File: src/hdl/xbd_pkg.sv
package xbd_pkg;

	localparam int unsigned ROUNDS = 32;
	localparam int unsigned HALVES = 2 * ROUNDS;
	localparam int unsigned KEYS = 4;
	localparam int unsigned ADDR_W = 4;
	localparam logic [31:0] DELTA = 32'h9E37_79B9;

	localparam logic [31:0] KEY0_RST = 32'hEF54_2687;
	localparam logic [31:0] KEY1_RST = 32'h4D5C_68AC;
	localparam logic [31:0] KEY2_RST = 32'h5427_4EF9;
	localparam logic [31:0] KEY3_RST = 32'h844D_FC52;

	typedef enum logic [1:0] {
		REG_KEY0 = 2'd0,
		REG_KEY1 = 2'd1,
		REG_KEY2 = 2'd2,
		REG_KEY3 = 2'd3
	} reg_idx_t;

	typedef struct packed {
		logic [31:0] cipher_left;
		logic [31:0] cipher_right;
	} cipher_t;

	typedef struct packed {
		logic [31:0] plain_left;
		logic [31:0] plain_right;
	} plain_t;

	typedef struct packed {
		logic [31:0] left;
		logic [31:0] right;
	} blk_t;

	// running sum seen by half round h
	function automatic logic [31:0] half_sum(input int unsigned h);
		logic [31:0] steps;
		steps = 32'(ROUNDS - ((h + 1) >> 1));
		return 32'(DELTA * steps);
	endfunction

	// key word picked by half round h
	function automatic logic [1:0] key_sel(input int unsigned h);
		logic [31:0] s;
		s = half_sum(h);
		return (h % 2 == 0) ? s[12:11] : s[1:0];
	endfunction

endpackage

File: src/hdl/xbd_key_regs.sv
module xbd_key_regs (
	input  logic                         clk,
	input  logic                         arst_n,
	input  logic                         psel,
	input  logic                         penable,
	input  logic                         pwrite,
	input  logic [xbd_pkg::ADDR_W-1:0]   paddr,
	input  logic [31:0]                  pwdata,
	output logic [31:0]                  prdata,
	output logic [xbd_pkg::KEYS*32-1:0]  keys
);
	import xbd_pkg::*;

	logic [31:0] key_q [KEYS];
	reg_idx_t    idx;

	assign idx = reg_idx_t'(paddr[3:2]);

	always_ff @(posedge clk or negedge arst_n) begin
		if (!arst_n) begin
			key_q[REG_KEY0] <= KEY0_RST;
			key_q[REG_KEY1] <= KEY1_RST;
			key_q[REG_KEY2] <= KEY2_RST;
			key_q[REG_KEY3] <= KEY3_RST;
		end else if (psel && penable && pwrite) begin
			key_q[idx] <= pwdata;
		end
	end

	always_comb begin
		case (idx)
			REG_KEY0: prdata = key_q[REG_KEY0];
			REG_KEY1: prdata = key_q[REG_KEY1];
			REG_KEY2: prdata = key_q[REG_KEY2];
			REG_KEY3: prdata = key_q[REG_KEY3];
			default:  prdata = '0;
		endcase
	end

	always_comb begin
		for (int k = 0; k < KEYS; k++) begin
			keys[k*32 +: 32] = key_q[k];
		end
	end

endmodule
File: config.mk
export PLATFORM = sky130hd
export DESIGN_NAME = xbd_key_regs
export DESIGN_NICKNAME = d
export VERILOG_FILES = /design/src/hdl/xbd_pkg.sv /design/src/hdl/xbd_key_regs.sv
export SDC_FILE = /design/constraint.sdc
export NUM_CORES = 1
export LEC_CHECK = 0
export BUFFER_PORTS_ARGS = -buffer_cell sky130_fd_sc_hd__buf_2
export CELL_PAD_IN_SITES_DETAIL_PLACEMENT = 1
export CELL_PAD_IN_SITES_GLOBAL_PLACEMENT = 1
export CORE_ASPECT_RATIO = 0.9
export CORE_MARGIN = 4
export CORE_UTILIZATION = 44
export CTS_CLUSTER_SIZE = 25
export DETAILED_ROUTE_END_ITERATION = 7
export GPL_TIMING_DRIVEN = 0
export HOLD_SLACK_MARGIN = 0.15
export PLACE_DENSITY_LB_ADDON = 0.1
export SETUP_SLACK_MARGIN = 0.15
export SLEW_MARGIN = 15
export SYNTH_ARGS = -nofsm -noshare
export SYNTH_HDL_FRONTEND = slang
export SYNTH_SLANG_ARGS = --single-unit
File: constraint.sdc
create_clock -name clk -period 2.4 [get_ports clk]
set_input_delay 0.24 -clock clk [delete_from_list [all_inputs] [get_ports clk]]
set_output_delay 0.24 -clock clk [all_outputs]
set_load 0.02 [all_outputs]
==> out/results.txt <==
crit path cell chain -> buf_4 > clkbuf_1 > mux4_2 > buf_2
Final TNS setup -> 0 ns
Layout fillers -> 1239
initial drt markers -> 135
leak pwr -> 3.76 nW
synth warn -> 0
Setup-failing EPs final -> 0
H-tree depth -> 4
Total GRT Usage -> 0.223
Routed Antenna Nets -> 0
synthesized area -> 5750 sq um
DP Area -> 6970 sq um
status -> completed
Wirelength per Cell -> 21.6 um
Hold Startpoint -> paddr[3]
Clock transition at path regs -> 0.05 ns
die height -> 116 um
Sink Count -> 128
Mapped Nets -> 358
Final nets -> 607
mean post-synth cell area -> 18.1 sq um
worst r2r src -> keys[103]
r2r setup slk -> 1.58 ns
FF+latch count, synth -> 128
Place WS -> 0.521 ns
Core Area -> 12700 sq um
# resized after CTS -> 0
max_cap viols -> 0
Cells after Synth -> 317
DIE WIDTH -> 128 um
slowest CP cell -> clkbuf_1
slowest stage delay, CP -> 0.70 ns
WP data arrival -> 1.70 ns
clock period minus worst slack -> 1.94 ns
area delta synth->final -> 37.6%
clock latency on the worst-skew pair -> 0.41 ns
CTS Buf Count -> 17
routed vias/inst -> 5.28
CP Launch Type -> primary input
Vias -> 3920
endpoint type of the worst setup path -> output port
IO Count -> 201
Tightest Pin Transition -> 0.917 ns
Core Rows -> 39
number of flip-flops in the largest register -> 128
share of layout cells above drive strength 1 -> 0.801
fin area -> 7910 sq um
Overflow after GRT -> 0
Hold WC Path Type -> primary input to flip-flop
area of the die -> 15000 sq um
Starting Density -> 0.451
worst reg2reg path endpoint -> keys[103]
Power Density -> 1080 nW/um^2
Core Util, Final -> 0.621
DR pass1 iterations -> 4
# diodes -> 0
critical path fanouts, max -> 10
CTS Buffer Depth -> 2
CTS tree -> yes
Worst Path Class, Setup -> primary input to output port
GPL Wtd Cong -> 0.737
initial antenna violation count -> 0
first-pass GRT wire length -> 24800 um
Worst Hold Path Cells -> 3
# DRC -> 0
f_max -> 515 MHz
vias in the first global route -> 4267
worst clock skew -> 0 ns
setup ws final -> 0.458 ns
Post-CTS Setup Inserts -> 0
Slew Viols, Final -> 0
cell depth of the worst flop-to-flop path -> 1
number of buffers added on ports -> 196
Hold Fails Final Rpt -> 0
unique cell type count in the Yosys netlist -> 18
Seq/Total Area, Yosys -> 0.571
hold path endpoint -> keys[21]
WL final -> 16000 um
RSZ-0062 raised after global routing -> no
WP data required -> 2.16 ns
peak supply drop -> 0.000756 V
largest net degree at the start of global routing -> 67
CTS root buf -> clkbuf_16
fin crit share -> 0.809
Detailed Place HPWL -> 11000 um
Rel. slew slack -> 0.389
worst max-delay path by stage:
stage	from	to	slack, ns	depth (start not counted)
floorplan	paddr[2]	prdata[0]	0.89	3
global placement	arst_n	keys[14]	-0.55	1
detailed placement	paddr[3]	prdata[6]	0.52	4
CTS	paddr[3]	prdata[6]	0.52	4
global route	paddr[3]	prdata[18]	0.42	4
finish	paddr[3]	prdata[22]	0.46	4
report_power, final:
| group | leakage, nW | switching, mW | internal, mW |
|---|---|---|---|
| logic | 2.01 | 1.45 | 1.16 |
| registers | 1.46 | 0.411 | 2.86 |
| clock network | 0.296 | 0.888 | 1.79 |
metrics by stage:
stage | std cells | power [mW] | hold WS (ns)
3_5_place_dp | 678 | 5.88 | 0.263
2_1_floorplan | 317 | 4.87 | -0.0556
3_3_place_gp | 677 | 5.77 | 0.486
5_1_grt | 743 | 8.97 | 0.327
6_report | 743 | 8.56 | 0.312
4_1_cts | 743 | 8.64 | 0.304
cells in the final DEF (no fill, tap or decap), drive strengths merged:
cell type,count
nor3,1
nand4,1
nand3,1
inv,1
buf,215
clkinv,2
or2,1
mux2,128
or3,1
nor2,1
dfrtp,64
bufinv,4
dlygate4sd3,33
mux4,32
dfstp,64
clkbuf,30
synth_stat cells:
master	n	area, sq um
mux2_2	95	1070
dfrtp_1	64	1600
dfstp_2	64	1680
mux4_2	32	721
mux2_4	30	450
buf_2	10	50.1
buf_6	6	67.6
clkbuf_1	3	11.3
mux2_1	3	33.8
buf_4	2	15.0
clkbuf_2	1	5.00
inv_2	1	3.75
nand3_1	1	5.00
nand4_1	1	6.26
nor2_1	1	3.75
nor3_2	1	10.0
or2_1	1	6.26
or3_1	1	6.26
metal layers:
layer	track usage	vias to the layer above	routed length, um
met3	0.0663	12	1020
li1	-	1695	-
met4	0.0651	0	146
met1	0.294	2083	6790
met2	0.362	130	8080
met5	0	-	0
cells by family (layout without fill, tap and decap cells):
logic type / Yosys count / after routing / share of synthesized area
simple gates: 6 / 6 / 0.00653
buf+inv: 23 / 285 / 0.0266
flops: 128 / 128 / 0.571
mux: 160 / 160 / 0.396
final cells by class:
cell class                 count  area, sq um  area share
clock buffer                  26          479      0.0606
clock inverter                 6          130      0.0165
timing repair buffer         230         1350       0.170
multi-input combinational    166         2310       0.292
inverter                       1         3.75    0.000475
sequential                   128         3280       0.415
tap                          164          205      0.0259
buffer                        22          149      0.0188
what timing repair did:
| action | in CTS | in global routing |
|---|---|---|
| hold endpoints to repair | 160 | 0 |
| setup endpoints to repair | 0 | 0 |
| hold buffers | 33 | 0 |
worst max-delay path: cells and delay by family:
family                 cells  cell delay [ns]
muxes                      1             0.43
buffers and inverters      3             1.02
Note: power is estimated with default switching activity, not from simulation.
