**src/hdl/xbd_pkg.sv**
```systemverilog
package xbd_pkg;

	localparam int unsigned ROUNDS = 32;
	localparam int unsigned HALVES = 2 * ROUNDS;
	localparam int unsigned KEYS = 4;
	localparam int unsigned ADDR_W = 4;
	localparam logic [31:0] DELTA = 32'h9E37_79B9;

	localparam logic [31:0] KEY0_RST = 32'hEF54_2687;
	localparam logic [31:0] KEY1_RST = 32'h4D5C_68AC;
	localparam logic [31:0] KEY2_RST = 32'h5427_4EF9;
	localparam logic [31:0] KEY3_RST = 32'h844D_FC52;

	typedef enum logic [1:0] {
		REG_KEY0 = 2'd0,
		REG_KEY1 = 2'd1,
		REG_KEY2 = 2'd2,
		REG_KEY3 = 2'd3
	} reg_idx_t;

	typedef struct packed {
		logic [31:0] cipher_left;
		logic [31:0] cipher_right;
	} cipher_t;

	typedef struct packed {
		logic [31:0] plain_left;
		logic [31:0] plain_right;
	} plain_t;

	typedef struct packed {
		logic [31:0] left;
		logic [31:0] right;
	} blk_t;

	// running sum seen by half round h
	function automatic logic [31:0] half_sum(input int unsigned h);
		logic [31:0] steps;
		steps = 32'(ROUNDS - ((h + 1) >> 1));
		return 32'(DELTA * steps);
	endfunction

	// key word picked by half round h
	function automatic logic [1:0] key_sel(input int unsigned h);
		logic [31:0] s;
		s = half_sum(h);
		return (h % 2 == 0) ? s[12:11] : s[1:0];
	endfunction

endpackage

```
**src/hdl/xbd_cell.sv**
```systemverilog
module xbd_cell (
	input  logic          clk,
	input  logic          arst_n,
	input  logic          up_valid,
	input  xbd_pkg::blk_t up_data,
	output logic          up_ready,
	input  logic          dn_ready,
	input  logic [31:0]   sum_key,
	input  logic          upd_left,
	output logic          valid,
	output xbd_pkg::blk_t data
);
	import xbd_pkg::*;

	logic        valid_q;
	blk_t        data_q;
	logic [31:0] a;
	logic [31:0] b;
	logic [31:0] mix;
	logic [31:0] nb;
	blk_t        nxt;

	always_comb begin
		a = upd_left ? up_data.right : up_data.left;
		b = upd_left ? up_data.left : up_data.right;
		mix = (((a << 4) ^ (a >> 5)) + a) ^ sum_key;
		nb = b - mix;
		nxt = up_data;
		if (upd_left) begin
			nxt.left = nb;
		end else begin
			nxt.right = nb;
		end
	end

	assign up_ready = !valid_q || dn_ready;

	always_ff @(posedge clk or negedge arst_n) begin
		if (!arst_n) begin
			valid_q <= 1'b0;
		end else if (up_ready) begin
			valid_q <= up_valid;
		end
	end

	always_ff @(posedge clk) begin
		if (up_ready && up_valid) begin
			data_q <= nxt;
		end
	end

	assign valid = valid_q;
	assign data = data_q;

endmodule

```
**config.mk**
```make
export PLATFORM = sky130hd
export DESIGN_NAME = xbd_cell
export DESIGN_NICKNAME = d
export VERILOG_FILES = /design/src/hdl/xbd_pkg.sv /design/src/hdl/xbd_cell.sv
export SDC_FILE = /design/constraint.sdc
export NUM_CORES = 1
export LEC_CHECK = 0
export ABC_AREA = 1
export BUFFER_PORTS_ARGS = -buffer_cell sky130_fd_sc_hd__buf_2
export CAP_MARGIN = 20
export CORE_UTILIZATION = 35
export CTS_CLUSTER_SIZE = 10
export DETAILED_ROUTE_END_ITERATION = 8
export SLEW_MARGIN = 30
export SYNTH_ARGS = -nofsm -noshare
export SYNTH_HDL_FRONTEND = slang
export SYNTH_SLANG_ARGS = --single-unit
```
**constraint.sdc**
```tcl
create_clock -name clk -period 6.66 [get_ports clk]
set_input_delay 0.666 -clock clk [delete_from_list [all_inputs] [get_ports clk]]
set_output_delay 0.666 -clock clk [all_outputs]
set_load 0.02 [all_outputs]
```
==> results summary, run 1 <==
Synthesis handed over a netlist of 1066 instances. The DRC violation count after routing is 0. The post-cts repair resize count came out at 0.

The flow ran to the end, and the final reports show no timing, DRC or antenna violations. The timing startpoint of the critical path is upd_left. The most frequent cell on the critical path is sky130_fd_sc_hd__nand2_1. During synthesis, Yosys emitted a total of 0 warnings. For this run, the leading register cell type out of synthesis is sky130_fd_sc_hd__edfxtp_1. After synthesis the netlist holds a flip-flop and latch count of 65. The reg-to-reg critical path endpoint is data[57]. The cell at the root of the clock tree is sky130_fd_sc_hd__clkbuf_16. At the placement stage, the worst setup path has a slack of 646 ps. The initial detailed-routing violation count came out at 641. The compound-gate portion of the synthesized area came out at 15.8%. The final-report max-slew violation count is 0. The depth of the CTS H-tree is 3. The netlist area before placement came out at 0.00759 mm².

Clock-pin slew was measured on the worst setup and hold paths at 50 ps. In the synthesized netlist the async set-or-reset flop fraction comes to 1.54%. The final HPWL from detailed placement is 21600 µm. In the global route stage, overall resource usage came out at 23.0%. After synthesis, the largest family of logic cells by area is simple AND/OR/NAND/NOR gates. The initial antenna violation count is 0. The repair_antennas step left the layout with diodes totalling 0. The signal arrival time at the worst endpoint is 5900 ps. The core box area came out at 0.0212 mm². In this run the register-to-register setup slack is 5020 ps. The static leakage came out at 4.44 nW. The worst hold path belongs to the class input port to asynchronous set/reset pin.

The vertical die dimension is 149 µm. Entering global routing, the biggest net connects 65 pins. The clock passes through at most 2 buffers. The number of cells on the critical path is 30. The slew at the pin closest to its max-slew limit is 839 ps. The wire length of the first global-routing pass is 38600 µm. Measured along the x axis, the die boundary spans 149 µm. The fraction of the cycle the final worst path needs is 87.5%. The buffering stage count on the worst path with inverters included is 3. In this run the post-CTS setup repair buffer count came out at 0. The clock net sink count is 65.

The worst flop-to-flop path startpoint is valid. The number of cell instances on the worst register-to-register path is 2. The count of unique library cells instantiated by Yosys is 45. The TritonCTS clock tree is done. The average cell area after synthesis came out at 7.12 µm². The total nets after synthesis is 1236. In this run the worst path has a maximum fanout of 46. Grouping stages by cell kind, the critical path spends the most delay in simple AND/OR/NAND/NOR gates. The worst-skew pair later-pin latency came out at 340 ps.

The worst path required time came out at 6740 ps. The via count came out at 7805. The largest stage delay on the critical path came out at 510 ps.

The sequential cell area fraction in the yosys report came out at 25.7%. The reported max-cap violation count came out at 0. The residual overflow from global routing came out at 0. The clock arrives with 8.74 ps of skew. The final setup slack of the worst path came out at 831 ps.

The fmax is 172 MHz. The vias per cell is 5.18. Setup violations remaining at the end of the flow were counted as 0. The maximum VDD drop is 152 µV.

After Yosys synthesis, and, or, nand and nor cells account for 29.3% of the synthesized area. Once detail routing completed, the nets flagged for antenna violations numbered 0. The xor and xnor area share after synthesis came out at 11.1%. The minimum hold slack came out at 95.1 ps. The detail-routed net length per standard cell came out at 16.9 µm. The mux share of post-synthesis cell area is 0.132%. In the layout the commonest cells are sky130_fd_sc_hd__nand2_1, sky130_fd_sc_hd__buf_2, sky130_fd_sc_hd__o21ai_0, sky130_fd_sc_hd__inv_1, sky130_fd_sc_hd__nor2_1. Setup repair after global routing left no endpoint under its margin.

The summed negative setup slack over all endpoints is 0 ps. STA classifies the critical path endpoint as a register. The number of primary I/O pins came out at 167. Yosys mapped a number of flops with a built-in enable equal to 64. The final layout net count is 1396.

Clock tree synthesis inserted a total of 9 buffers. The area added between synthesis and finish came out at 18.5%. The quantity of hold-fixing buffers added after cts is 0. The total count of hold-check failures in the final report came out at 0. The initial standard-cell utilization of the core is 35.9%. The count of port buffers added during placement is 166. The adder-cell share of the synthesized area came out at 11.6%. The setup path with the least slack is of type input port to register.

The placer congestion estimate came out at 1.02. The die footprint is 0.0223 mm². Leaving out fill and tap cells, the most frequent cell in the layout is sky130_fd_sc_hd__nand2_1. The number of cell rows is 53. The clock period could shrink to 5830 ps.

The final wirelength is 25500 µm. STA classifies the critical path startpoint as an input port. The pre-antenna-repair detailed-routing pass consisted of 5 iterations. The number of global-route vias before repair was 7110.

The headroom to the max-slew limit came out at 44.0%. Among all stages on the critical path, the largest delay is contributed by sky130_fd_sc_hd__buf_4. The power density over the cells is 340 mW/mm².

The critical path ends at data[25]. Cells with a size suffix above 1 make up 19.6% of the layout.
## Yosys cell counts (all sizes together), types with 12 or more instances
cell type | n | share of area, %
a21oi | 62 | 4.1
a31oi | 12 | 0.99
clkbuf | 14 | 0.69
edfxtp | 64 | 25
ha | 67 | 11
inv | 91 | 4.5
nand2 | 343 | 18
nand3 | 56 | 3.8
nor2 | 79 | 4.3
o21ai | 97 | 6.7
o21bai | 13 | 1.4
xnor2 | 42 | 4.8
xor2 | 54 | 6.2
## cell type report
cell class / instances / area, µm²
repair buffers: 172 / 878
flip-flops and latches: 65 / 1950
inverters: 91 / 344
fillers: 2194 / 12200
clock buffers: 10 / 229
multi-input cells: 887 / 5160
clock inverters: 6 / 82.6
well taps: 275 / 344
## worst min path at each step
stage | endpoint | slack [ps] | from | cells past startpoint
final | valid | 100 | arst_n | 1
after floorplan | valid | 370 | arst_n | 0
after global routing | valid | 90 | arst_n | 1
after CTS | valid | 80 | arst_n | 1
after detailed placement | valid | 440 | arst_n | 1
after global placement | valid | 440 | arst_n | 1
## registers in the layout (all words and copies together), names as in the netlist
signal / flops
data: 64
valid: 1
## metrics by stage
stage	util, %	area (µm²)	total power [mW]	std cells
global placement	41.0	8680	2.52	1490
global route	42.5	8990	3.28	1506
detailed placement	41.0	8680	2.51	1490
CTS	42.5	8990	3.03	1506
floorplan	-	7590	1.97	1066
finish	42.5	8990	3.05	1506
## report_power, final
group	internal [mW]	switching [mW]	total [mW]
sequential	0.581	0.0186	0.599
combinational	0.664	1.29	1.95
clock	0.326	0.180	0.506
## layer usage
layer  routed length, µm  track usage, %  part of all wire (%)
met1               12700            34.2                    50
met2               10900            34.9                    43
met3                1520            2.84                   6.0
met4                 407            5.46                   1.6
met5                   0               0                     0
## cell families after synthesis
family,count (synthesis)
buffers and inverters,114
AO/OA/AOI/OAI,209
multiplexers,1
flip-flops,65
adder cells (fa/ha/maj),69
XOR/XNOR,96
AND/OR/NAND/NOR,512
No activity file was read; power rests on OpenSTA's default activity.
==> run 2, diff against run 1 <==
--- a/config.mk
+++ b/config.mk
@@ -5,7 +5,6 @@
 export SDC_FILE = /design/constraint.sdc
 export NUM_CORES = 1
 export LEC_CHECK = 0
-export ABC_AREA = 1
 export BUFFER_PORTS_ARGS = -buffer_cell sky130_fd_sc_hd__buf_2
 export CAP_MARGIN = 20
 export CORE_UTILIZATION = 35
==> constraint.sdc (replaced) <==
create_clock -name clk -period 6 [get_ports clk]
set_input_delay 0.6 -clock clk [delete_from_list [all_inputs] [get_ports clk]]
set_output_delay 0.6 -clock clk [all_outputs]
set_load 0.02 [all_outputs]
==> results summary, run 2 <==
The count of unique library cells instantiated by Yosys came out at 72. The cell internal power dissipation came out at 2.01 mW. The signal arrival time at the worst endpoint came out at 5690 ps. The clock period minus worst slack came out at 5620 ps. The worst-skew pair later-pin latency came out at 330 ps. STA classifies the critical path endpoint as a register.

The initial utilization of the core area, before any placement, comes to 36.0%. The residual overflow from global routing came out at 0. In the routed layout, each cell is associated on average with a via count of 5.33. The slew at the pin closest to its max-slew limit is 800 ps. The number of detailed-route iterations in the first pass is 7.

The headroom to the max-slew limit is 46.7%. The die footprint came out at 0.0223 mm². For this design the ratio of total power to cell area is 385 mW/mm². The global-route usage over all layers came out at 21.2%. The maximum VDD drop came out at 192 µV. The critical path ends at data[62].

The number of buffers and inverters on the critical path is 5. The sequential cell fraction of total power is 19.0%. For this run, the top clock speed supported by timing is 178 MHz.

By count the netlist is led by sky130_fd_sc_hd__nand2_1, sky130_fd_sc_hd__xnor2_1, sky130_fd_sc_hd__ha_1. In this run the number of cells on the critical path is 24. Setup repair after global routing left no endpoint under its margin. Combinational logic burns 66.9% of the power. The dominant synthesized flop cell is sky130_fd_sc_hd__edfxtp_1. The slowest stage cell on the critical path is sky130_fd_sc_hd__o311ai_0. The async set-or-reset flop fraction in the synthesized netlist came out at 1.54%. The register with the most flip-flops in the layout has 64 of them. The quantity of hold-fixing buffers added after cts came out at 0. The number of synthesized flops with an enable pin came out at 64. By instance count, the leading cell after synthesis is sky130_fd_sc_hd__nand2_1. The placer congestion estimate came out at 0.944.

The worst setup path is launched from an input port. The endpoint identified for the worst register-to-register timing path is data[61]. The number of nets with antenna violations after detailed routing came out at 0. The fill cell total of the finished layout is 2099.

During synthesis, Yosys emitted a total of 0 warnings. The number of cell rows is 53. The depth of the CTS H-tree came out at 3.

The total nets after synthesis is 1045. The netlist area before placement is 0.00761 mm². The number of cells on the worst reg-to-reg path is 3. The initial antenna violation count is 0. The worst path required time is 6080 ps. The wire length of the first global-routing pass is 36100 µm. Ranked by total cell area, the synthesized netlist is headed by sky130_fd_sc_hd__edfxtp_1, sky130_fd_sc_hd__ha_1, sky130_fd_sc_hd__xnor2_1. The highest fanout seen on the critical path is 35. The total power of the final layout is 3.61 mW. Net switching is 44.3% of the power. Leaving out fill and tap cells, the most frequent cells in the layout are sky130_fd_sc_hd__buf_2, sky130_fd_sc_hd__nand2_1, sky130_fd_sc_hd__xnor2_1, sky130_fd_sc_hd__ha_1, sky130_fd_sc_hd__edfxtp_1. The clock passes through at most 2 buffers. In this design, the critical path's most frequently occurring cell is sky130_fd_sc_hd__buf_4. The family with the most delay on the worst path is compound AO/OA/AOI/OAI gates.

The register bit total from synthesis came out at 65. The worst hold path belongs to the class input port to asynchronous set/reset pin. The area added between synthesis and finish came out at 23.1%.

Summed over all instances, the cell type with the most area after synthesis is sky130_fd_sc_hd__edfxtp_1. The horizontal die dimension is 149 µm. TritonCTS created 9 clock buffers. The signal on the critical path passes through buf_4 > buf_12 > buf_4 > nor2b_1 > a21oi_1 > buf_4 > xnor2_1 > ha_1 > a21oi_1 > nor2b_1 > o21ai_0 > a211o_1 > a21boi_1 > buf_4 > o31a_1 > xnor2_1 > ha_1 > a21o_1 > a21o_1 > a21o_1 > or3_1 > nand3_1 > o2111ai_1 > o311ai_0. The fraction of the cycle the final worst path needs came out at 93.6%. The run finished with clean final reports. The DRC violation count after routing is 0.

Across all register-to-register paths, the minimum setup slack is 4360 ps. The switching power summed over all nets is 1.60 mW. The largest stage delay on the critical path came out at 500 ps. After the last flow step, the layout net total stands at 1240. The number of setup buffers added after CTS came out at 0. The tree is rooted in a sky130_fd_sc_hd__clkbuf_16. The summed negative setup slack over all endpoints is 0 ps.

Of the cells placed in the final design, the portion with a size suffix greater than 1 is 27.0%. The reported max-cap violation count came out at 0. The clock net sink count came out at 65. The average cell area after synthesis came out at 8.70 µm². The clock skew after layout is 8.36 ps. The count of inserted antenna diode cells came out at 0. The worst setup path category is input port to register. Entering global routing, the biggest net connects 65 pins. The final HPWL from detailed placement is 20000 µm. The clock network accounts for 14.1% of the total power. The final-report max-slew violation count is 0. The via count is 7194. The cell count after synthesis came out at 875. In this run the tool buffered the top-level ports with 166 buffer cells. The vertical die dimension came out at 149 µm. The final wirelength came out at 23900 µm. The number of global-route vias before repair came to 6603. TritonCTS built the clock tree.

The static leakage is 4.34 nW. Setup violations remaining at the end of the flow were counted as 0. The worst register-to-register path begins at valid. The initial detailed-routing violation count is 590.

The total area inside the core boundary comes to 0.0212 mm². The clock slew seen by the registers of the worst setup and hold paths is 50 ps. Tracing the worst setup path back leads to its startpoint at upd_left. The fraction of synthesized cell area taken by the top area cell type came out at 25.2%.

The total count of hold-check failures in the final report came out at 0. The detail-routed net length per standard cell came out at 17.7 µm. The post-cts repair resize count came out at 0. Sequential cells were found to cover 25.6% of the synthesized design area. 167 I/O pins were placed.

The library cell used most frequently in the layout, excluding fill and tap cells, is sky130_fd_sc_hd__buf_2.
## run 2: cell count changes in the layout (fill, tap and decap cells not counted), sizes merged, moves of 34 or more
cell	before	now
nor2	79	35
mux2	0	36
o21ai	97	41
nand3	56	22
inv	91	24
buf	172	217
nand2	343	135
## run 2: area by class of cell
type / count / area, µm² / area share [%]
Multi-Input combinational cell: 752 / 5450 / 58.2
Sequential cell: 65 / 1950 / 20.8
Timing Repair Buffer: 217 / 1240 / 13.2
Tap cell: 275 / 344 / 3.67
Clock buffer: 11 / 233 / 2.48
Inverter: 25 / 93.8 / 1.00
Clock inverter: 5 / 56.3 / 0.601
## run 2: kinds of logic after synthesis
| group | after synthesis | share of synthesized area, % |
|---|---|---|
| buffers and inverters | 58 | 2.88 |
| and+or+nand+nor | 294 | 18.4 |
| AOI/OAI and AO/OA | 235 | 21.2 |
| adders and majority gates | 69 | 11.5 |
| DFF | 65 | 25.6 |
| muxes | 37 | 5.46 |
| xor gates and xnor gates | 117 | 15.0 |
## run 2: per-layer routing
metal / wire [µm] / GRT usage (%) / up-vias / part of all wire, %
li1: - / - / 3603 / -
met1: 11800 / 32.5 / 3299 / 49
met2: 10100 / 31.0 / 266 / 42
met3: 1670 / 2.50 / 26 / 7.0
met4: 410 / 5.41 / 0 / 1.7
met5: 0 / 0 / - / 0
## run 2: power groups by stage
stage	Combinational, mW	Clock [mW]	Sequential [mW]
finish	2.41	0.510	0.685
global route	2.65	0.542	0.694
CTS	2.38	0.519	0.687
detailed placement	2.37	0	0.696
global placement	2.35	0	0.694
floorplan	1.54	0	0.815
## run 2: worst reg2reg max path: stages (launching register included)
cell and delay, ps:
sky130_fd_sc_hd__dfrtp_1 370, sky130_fd_sc_hd__nand2b_1 100, sky130_fd_sc_hd__and2_2 150, sky130_fd_sc_hd__buf_4 630
## run 2: worst min path at each step
stage / endpoint / slack (ps) / startpoint
final: valid / 40 / arst_n
after floorplan: valid / 300 / arst_n
after global placement: valid / 380 / arst_n
after global routing: valid / 20 / arst_n
after detailed placement: valid / 380 / arst_n
after CTS: valid / 30 / arst_n
## run 2: through the flow
step / setup slack (ps) / utilization (%) / hold WS (ps) / cells / cell area (µm²)
2_1_floorplan: 36.5 / - / 304 / 875 / 7630
3_3_place_gp: 209 / 42.9 / 376 / 1334 / 9080
3_5_place_dp: 205 / 42.9 / 377 / 1334 / 9080
4_1_cts: 522 / 44.3 / 31.9 / 1350 / 9370
5_1_grt: 112 / 44.3 / 23.3 / 1350 / 9370
6_report: 383 / 44.3 / 43.3 / 1350 / 9370
